$ cat config.mk
export PLATFORM = sky130hd
export DESIGN_NAME = cp1251_to_utf8_transcoder
export DESIGN_NICKNAME = d
export VERILOG_FILES = /design/src/sv/c2u_pkg.sv /design/src/sv/cp1251_to_utf8_transcoder.sv /design/src/sv/c2u_encode.sv
export SDC_FILE = /design/constraint.sdc
export NUM_CORES = 1
export LEC_CHECK = 0
export ABC_AREA = 1
export BUFFER_PORTS_ARGS = -buffer_cell sky130_fd_sc_hd__buf_2
export CORE_AREA = 2 2 76 78
export DETAILED_ROUTE_END_ITERATION = 10
export DIE_AREA = 0 0 78 80
export PLACE_DENSITY = 0.75
export REMOVE_ABC_BUFFERS = 1
export SYNTH_ARGS = -nofsm -noshare
export SYNTH_HDL_FRONTEND = slang
export SYNTH_HIERARCHICAL = 1
export SYNTH_SLANG_ARGS = --single-unit
export TNS_END_PERCENT = 100
$ cat constraint.sdc
create_clock -name i_clk -period 1.9 [get_ports i_clk]
set_input_delay 0.095 -clock i_clk [delete_from_list [all_inputs] [get_ports i_clk]]
set_output_delay 0.095 -clock i_clk [all_outputs]
set_load 0.1 [all_outputs]
$ cat src/sv/c2u_pkg.sv
`default_nettype none
// ----------------------------------------------------------------------------
// c2u_pkg
// Shared types and the code page table for the Windows-1251 to UTF-8 block.
// ----------------------------------------------------------------------------
package c2u_pkg;

    // Width of one byte on either stream.
    localparam int unsigned ByteW = 8;

    // Base code point of the Cyrillic block at 0xC0..0xFF.
    localparam logic [15:0] CyrBase = 16'h0410;

    // One encoded character: up to three UTF-8 bytes and how many are used.
    typedef struct packed {
        logic [2:0][ByteW-1:0] bytes;   // bytes[0] goes out first
        logic [1:0]            len;     // 1, 2 or 3
    } t_run;

    // Code points for bytes 0x80..0xBF, indexed by the low six bits.
    function automatic logic [15:0] high_cp(input logic [5:0] idx);
        logic [15:0] cp;
        unique case (idx)
            6'd0:  cp = 16'h0402;  6'd1:  cp = 16'h0403;
            6'd2:  cp = 16'h201a;  6'd3:  cp = 16'h0453;
            6'd4:  cp = 16'h201e;  6'd5:  cp = 16'h2026;
            6'd6:  cp = 16'h2020;  6'd7:  cp = 16'h2021;
            6'd8:  cp = 16'h20ac;  6'd9:  cp = 16'h2030;
            6'd10: cp = 16'h0409;  6'd11: cp = 16'h2039;
            6'd12: cp = 16'h040a;  6'd13: cp = 16'h040c;
            6'd14: cp = 16'h040b;  6'd15: cp = 16'h040f;
            6'd16: cp = 16'h0452;  6'd17: cp = 16'h2018;
            6'd18: cp = 16'h2019;  6'd19: cp = 16'h201c;
            6'd20: cp = 16'h201d;  6'd21: cp = 16'h2022;
            6'd22: cp = 16'h2013;  6'd23: cp = 16'h2014;
            6'd24: cp = 16'hfffd;  6'd25: cp = 16'h2122;
            6'd26: cp = 16'h0459;  6'd27: cp = 16'h203a;
            6'd28: cp = 16'h045a;  6'd29: cp = 16'h045c;
            6'd30: cp = 16'h045b;  6'd31: cp = 16'h045f;
            6'd32: cp = 16'h00a0;  6'd33: cp = 16'h040e;
            6'd34: cp = 16'h045e;  6'd35: cp = 16'h0408;
            6'd36: cp = 16'h00a4;  6'd37: cp = 16'h0490;
            6'd38: cp = 16'h00a6;  6'd39: cp = 16'h00a7;
            6'd40: cp = 16'h0401;  6'd41: cp = 16'h00a9;
            6'd42: cp = 16'h0404;  6'd43: cp = 16'h00ab;
            6'd44: cp = 16'h00ac;  6'd45: cp = 16'h00ad;
            6'd46: cp = 16'h00ae;  6'd47: cp = 16'h0407;
            6'd48: cp = 16'h00b0;  6'd49: cp = 16'h00b1;
            6'd50: cp = 16'h0406;  6'd51: cp = 16'h0456;
            6'd52: cp = 16'h0491;  6'd53: cp = 16'h00b5;
            6'd54: cp = 16'h00b6;  6'd55: cp = 16'h00b7;
            6'd56: cp = 16'h0451;  6'd57: cp = 16'h2116;
            6'd58: cp = 16'h0454;  6'd59: cp = 16'h00bb;
            6'd60: cp = 16'h0458;  6'd61: cp = 16'h0405;
            6'd62: cp = 16'h0455;  6'd63: cp = 16'h0457;
        endcase
        return cp;
    endfunction

endpackage
`default_nettype wire

$ cat src/sv/cp1251_to_utf8_transcoder.sv
`default_nettype none
// Path: an input byte is encoded into the run register at acceptance, and
// its first UTF-8 byte then moves on to the output register.
// Throughput: one output byte per cycle while m_axis_tready is not held low;
// an item goes out as 1, 2 or 3 bytes (its UTF-8 run) on the one-byte channel.
// Reset (synchronous, active low) empties the run and output registers.
// ----------------------------------------------------------------------------
// cp1251_to_utf8_transcoder
// Streams Windows-1251 bytes in and their UTF-8 encodings out, byte by byte.
// ----------------------------------------------------------------------------
module cp1251_to_utf8_transcoder (
    input  wire logic       i_clk,
    input  wire logic       i_rst_n,
    input  wire logic       s_axis_tvalid,
    output logic            s_axis_tready,
    input  wire logic [7:0] s_axis_tdata,   // [7:0] in_byte
    output logic            m_axis_tvalid,
    input  wire logic       m_axis_tready,
    output logic [7:0]      m_axis_tdata,   // [7:0] out_byte
    output logic            m_axis_tlast    // last_of_run
);
    import c2u_pkg::*;

    t_run       enc_run;
    t_run       r_run;
    logic       r_run_valid;
    logic [1:0] r_idx;
    logic [7:0] r_out_byte;
    logic       r_out_last;
    logic       r_out_valid;

    logic       out_free;
    logic       run_pop;
    logic       run_last;
    logic       in_xfer;
    logic       n_run_valid;
    logic [1:0] n_idx;

    c2u_encode u_encode (
        .i_byte (s_axis_tdata),
        .o_run  (enc_run)
    );

    // Handshake and flow control between run and output registers.
    assign out_free      = !r_out_valid || m_axis_tready;
    assign run_pop       = r_run_valid && out_free;
    assign run_last      = (r_idx == (r_run.len - 2'd1));
    assign s_axis_tready = !r_run_valid || (run_pop && run_last);
    assign in_xfer       = s_axis_tvalid && s_axis_tready;

    // Next state of the run register.
    always_comb begin
        n_run_valid = r_run_valid;
        n_idx       = r_idx;
        if (run_pop) begin
            if (run_last) begin
                n_run_valid = 1'b0;
                n_idx       = 2'd0;
            end else begin
                n_idx = r_idx + 2'd1;
            end
        end
        if (in_xfer) begin
            n_run_valid = 1'b1;
            n_idx       = 2'd0;
        end
    end

    // Control registers.
    always_ff @(posedge i_clk) begin
        if (!i_rst_n) begin
            r_run_valid <= 1'b0;
            r_idx       <= 2'd0;
            r_out_valid <= 1'b0;
        end else begin
            r_run_valid <= n_run_valid;
            r_idx       <= n_idx;
            if (out_free) begin
                r_out_valid <= r_run_valid;
            end
        end
    end

    // Payload registers.
    always_ff @(posedge i_clk) begin
        if (in_xfer) begin
            r_run <= enc_run;
        end
        if (run_pop) begin
            r_out_byte <= r_run.bytes[r_idx];
            r_out_last <= run_last;
        end
    end

    assign m_axis_tvalid = r_out_valid;
    assign m_axis_tdata  = r_out_byte;
    assign m_axis_tlast  = r_out_last;

`ifndef SYNTHESIS
    // The byte index never runs past the length of the held run.
    a_idx_in_run: assert property (@(posedge i_clk) disable iff (!i_rst_n)
        r_run_valid |-> (r_idx < r_run.len))
        else $error("run index beyond run length");

    // An accepted byte always lands in the run register.
    a_accept_fills: assert property (@(posedge i_clk) disable iff (!i_rst_n)
        in_xfer |=> (r_run_valid && r_idx == 2'd0))
        else $error("accepted byte did not load the run register");

    // A held run always has between one and three bytes.
    a_len_nonzero: assert property (@(posedge i_clk) disable iff (!i_rst_n)
        r_run_valid |-> (r_run.len != 2'd0))
        else $error("empty run held");

    // A popped byte shows up as valid output on the next cycle.
    a_pop_to_out: assert property (@(posedge i_clk) disable iff (!i_rst_n)
        run_pop |=> r_out_valid)
        else $error("popped byte missing on output");
`endif

endmodule
`default_nettype wire

$ cat src/sv/c2u_encode.sv
`default_nettype none
// ----------------------------------------------------------------------------
// c2u_encode
// Maps one Windows-1251 byte to its code point and builds the UTF-8 run.
// ----------------------------------------------------------------------------
module c2u_encode (
    input  wire logic [7:0]   i_byte,
    output c2u_pkg::t_run     o_run
);
    import c2u_pkg::*;

    logic [15:0] cp;

    // Code point lookup: Cyrillic letters, the table, or plain ASCII.
    always_comb begin
        priority if (i_byte[7:6] == 2'b11) begin
            cp = CyrBase + {10'd0, i_byte[5:0]};
        end else if (i_byte[7]) begin
            cp = high_cp(i_byte[5:0]);
        end else begin
            cp = {8'd0, i_byte};
        end
    end

    // UTF-8 encoding in one, two or three bytes.
    always_comb begin
        o_run.bytes = '0;
        priority if (cp[15:7] == '0) begin
            o_run.len      = 2'd1;
            o_run.bytes[0] = cp[7:0];
        end else if (cp[15:11] == '0) begin
            o_run.len      = 2'd2;
            o_run.bytes[0] = {3'b110, cp[10:6]};
            o_run.bytes[1] = {2'b10, cp[5:0]};
        end else begin
            o_run.len      = 2'd3;
            o_run.bytes[0] = {4'b1110, cp[15:12]};
            o_run.bytes[1] = {2'b10, cp[11:6]};
            o_run.bytes[2] = {2'b10, cp[5:0]};
        end
    end

endmodule
`default_nettype wire
==> results by stage <==
Critical path:
- In this run the worst path has a maximum fanout of 26.
- The worst setup path is launched from a flop.
- STA puts the critical path data required time at 1.89 ns.
- The critical path starts at r_idx[1]$_SDFFE_PP0N_.
- Across all register-to-register paths, the minimum setup slack is 0.14 ns.
- The worst register-to-register path ends at r_run[4]$_DFFE_PP_.
- The logic depth of the worst register-to-register path is 9.
- The worst setup path category is reg2reg.
- Data on the critical path arrives at its endpoint at 1.76 ns.
- The worst register-to-register path begins at r_idx[1]$_SDFFE_PP0N_.
- The worst setup path is captured at a flop.
- The most critical setup path has its endpoint at r_run[4]$_DFFE_PP_.

Timing:
- The worst path needs 1.763 ns of the cycle, external delays included.
- The achievable clock frequency is 567.2 MHz.
- The number of max-slew violations in the final report is 0.
- The number of failing setup endpoints in the final timing report is 0.
- The worst path meets setup with 0.1369 ns of slack.
- The worst clock skew is 0.002459 ns.
- The count of endpoints failing hold in the final timing report is 0.
- The accumulated negative setup slack is 0 ns.
- Setup repair after global routing left no endpoint under its margin.
- The worst path uses slightly above 90% of the clock period.

Detailed routing:
- Dividing the detail-routed wire length by the instance count gives 13.59 µm.
- The total vias in the final route is around 2700.
- The total routed wire length on the met1 layer is 2786 µm.
- The met3 wire length is 239 µm.
- The number of violations reported at the end of detailed-routing iteration 0 is 159.
- The final wirelength is ~6900 µm.
- The count of TritonRoute iterations in the first routing pass is 5.
- Using the TritonRoute via totals, the vias-per-cell ratio works out to approximately 5.4.
- The count of nets left with antenna violations once routing finished came out at 0.
- The detailed-route DRC error count is 0.
- The highest signal layer in the routed design is met4.
- Wire segments on met2 add up to 3594 µm in the final route.

Die:
- The floorplan step defined a core boundary enclosing 5405 µm².
- Once the floorplan was initialized, standard cells occupied a little over half of the core.
- After floorplanning, the core was divided into 27 placement rows.
- The area of the die is 6240 µm².
- Measured along the y axis, the die boundary spans 80 µm.
- The horizontal die dimension is 78 µm.
- 23 I/O pins were placed.

Global routing:
- Entering global routing, the biggest net connects 27 pins.
- The first global-routing pass estimated 11520 µm of wire.
- The global-route total usage across every layer is 23.36%.
- The number of global-route vias before repair is between 2000 and 3000.
- The number of antenna violations at the first check in global routing is 0.
- Summed over all layers, the global routing overflow is 0.

Yosys:
- The synthesized design contains 35 enable-type register cells.
- Synthesis instantiated 30 different standard cells from the library.
- In this run, synthesis produced a sequential element count of 39.
- The post-synth design cell area is 2887 µm².
- The top flip-flop cell by instance count after synthesis is sky130_fd_sc_hd__edfxtp_1.
- Synthesis produced 388 cells.
- The share of synthesized area occupied by flip-flops and latches is between 30% and 40%.
- In the synthesized netlist the async set-or-reset flop fraction comes to 0%.
- A synthesized cell averages 7.439 µm².
- During synthesis, Yosys emitted a total of 6 warnings.

Pwr:
- In this run the power density over the cells is 671.8 nW/µm².
- The static power due to leakage is roughly 1.6 nW.
- Across the VDD grid, the largest voltage drop is 0.4267 mV.
- The total power consumption of the routed design is 2.216 mW.

Cells and area:
- The library cell used most frequently in the layout, excluding fill and tap cells, is sky130_fd_sc_hd__nand2_1.
- The library cells used most frequently in the layout, excluding fill and tap cells, are sky130_fd_sc_hd__nand2_1 (122), sky130_fd_sc_hd__nand3_1 (46), sky130_fd_sc_hd__edfxtp_1 (35), sky130_fd_sc_hd__inv_1 (32), sky130_fd_sc_hd__buf_4 (32).
- The repair_antennas step left the layout with diodes totalling 0.
- The number of nets at the end of the flow is 451.
- Cells with a size suffix above 1 make up 21.06% of the layout.
- From synthesis to final layout, the design area changed by 14.30%.
- The fill cell instance count of the final layout is 486.
- Once layout is complete, the cells apart from fillers number 504.

CTS:
- The post-CTS resize count is 0.
- The count of clock tree sinks is 39.
- The clock-pin transition on the worst setup and hold timing paths is 0.07 ns.
- The number of buffers created by CTS is 5.
- For the worst-skew pair, the clock arrives at the later sink with an insertion delay of 0.29 ns.
- The largest buffer count on any clock path is 2.
- The total setup buffers inserted after CTS is 0.
- CTS built an H-tree with a depth of 2.
- TritonCTS built the clock tree.
- The clock root buffer is sky130_fd_sc_hd__clkbuf_8.
- The hold buffer count at cts is 0.

Place:
- After detailed placement, the design holds a cell count of 496.
- Detailed placement finished with a half-perimeter wire length of roughly 5400 µm.
- At the end of routability-driven placement, the weighted congestion stood at 0.9998.
- The pre-CTS setup slack is -0.03850 ns.
- Buffers placed on the I/O ports in this run total 22.

Outcome:
- The run finished with clean final reports.

Min path:
- The min-delay analysis places its worst path in the category in2reg.

Flow run:
- The reported max-cap violation count is 0.
registers in the layout (all words and copies together) (netlist names):
| register | cells |
|---|---|
| r_idx | 2 |
| m_axis_tdata | 8 |
| m_axis_tvalid | 1 |
| r_run_valid | 1 |
| r_run | 26 |
| m_axis_tlast | 1 |
cell type report:
class	instances	area, µm²	share of cell area (%)
Multi-Input combinational cell	293	1469	44.52
Sequential cell	39	1131	34.28
Timing Repair Buffer	55	385.4	11.68
Inverter	37	143.9	4.361
Tap cell	72	90.09	2.730
Clock buffer	6	72.57	2.199
Clock inverter	2	7.507	0.2275
stage by stage:
| stage | util (%) | cell area, µm² | hold WS, ns |
|---|---|---|---|
| 6_report | 61.04 | 3299 | 0.05627 |
| 4_1_cts | 61.04 | 3299 | 0.05223 |
| 3_3_place_gp | 59.56 | 3219 | 0.3583 |
| 3_5_place_dp | 59.56 | 3219 | 0.3573 |
| 5_1_grt | 61.04 | 3299 | 0.06526 |
| 2_1_floorplan | - | 2744 | 0.2223 |
worst max-delay path, stage by stage, from the launching register on:
cell and delay (ns):
sky130_fd_sc_hd__dfxtp_1 0.48, sky130_fd_sc_hd__inv_2 0.17, sky130_fd_sc_hd__nand2_1 0.11, sky130_fd_sc_hd__nand3_2 0.12, sky130_fd_sc_hd__nand2_4 0.10, sky130_fd_sc_hd__nand2_4 0.05
sky130_fd_sc_hd__nand2_4 0.08, sky130_fd_sc_hd__nand2_4 0.05, sky130_fd_sc_hd__inv_1 0.09, sky130_fd_sc_hd__buf_12 0.18
how the worst min path moves through the flow:
stage / from / end / cells after the start
6_report: i_rst_n / r_idx[0]$_SDFFE_PP0N_ / 3
5_1_grt: i_rst_n / r_idx[0]$_SDFFE_PP0N_ / 3
4_1_cts: i_rst_n / r_idx[0]$_SDFFE_PP0N_ / 3
3_5_place_dp: i_rst_n / r_idx[1]$_SDFFE_PP0N_ / 3
3_3_place_gp: i_rst_n / r_idx[0]$_SDFFE_PP0N_ / 3
2_1_floorplan: i_rst_n / r_idx[0]$_SDFFE_PP0N_ / 2
cell usage after synthesis, types with 6 or more instances:
library cell | count | share of area (%)
sky130_fd_sc_hd__nand3_1 | 46 | 8.0
sky130_fd_sc_hd__a21oi_1 | 15 | 2.6
sky130_fd_sc_hd__buf_4 | 6 | 1.6
sky130_fd_sc_hd__o21ai_0 | 29 | 5.0
sky130_fd_sc_hd__ha_1 | 8 | 3.5
sky130_fd_sc_hd__edfxtp_1 | 35 | 36
sky130_fd_sc_hd__nand2_4 | 7 | 2.7
sky130_fd_sc_hd__nand2_1 | 122 | 16
sky130_fd_sc_hd__inv_1 | 32 | 4.2
sky130_fd_sc_hd__buf_2 | 6 | 1.0
sky130_fd_sc_hd__o211ai_1 | 7 | 1.8
sky130_fd_sc_hd__nor2_1 | 27 | 3.5
power by group:
part / switching [mW] / internal (mW) / total (mW)
registers: 0.0247 / 1.02 / 1.05
clock network: 0.258 / 0.250 / 0.507
logic: 0.462 / 0.198 / 0.661
total: 0.745 / 1.47 / 2.22
metal layers:
layer / GRT usage [%] / vias to the layer above
met3: 3.054 / 18
met4: 10.53 / 0
met5: 0 / -
met2: 44.40 / 76
met1: 25.83 / 1248
li1: - / 1366
kinds of logic after synthesis:
family                   Yosys count  share of synthesized area (%)
AO/OA/AOI/OAI                     59                          11.40
flip-flops                        39                          39.19
buffers and inverters             57                          10.06
AND/OR/NAND/NOR                  224                          35.76
adder cells (fa/ha/maj)            8                          3.468
other                              1                         0.1299
(Power assumes the default switching activity.)
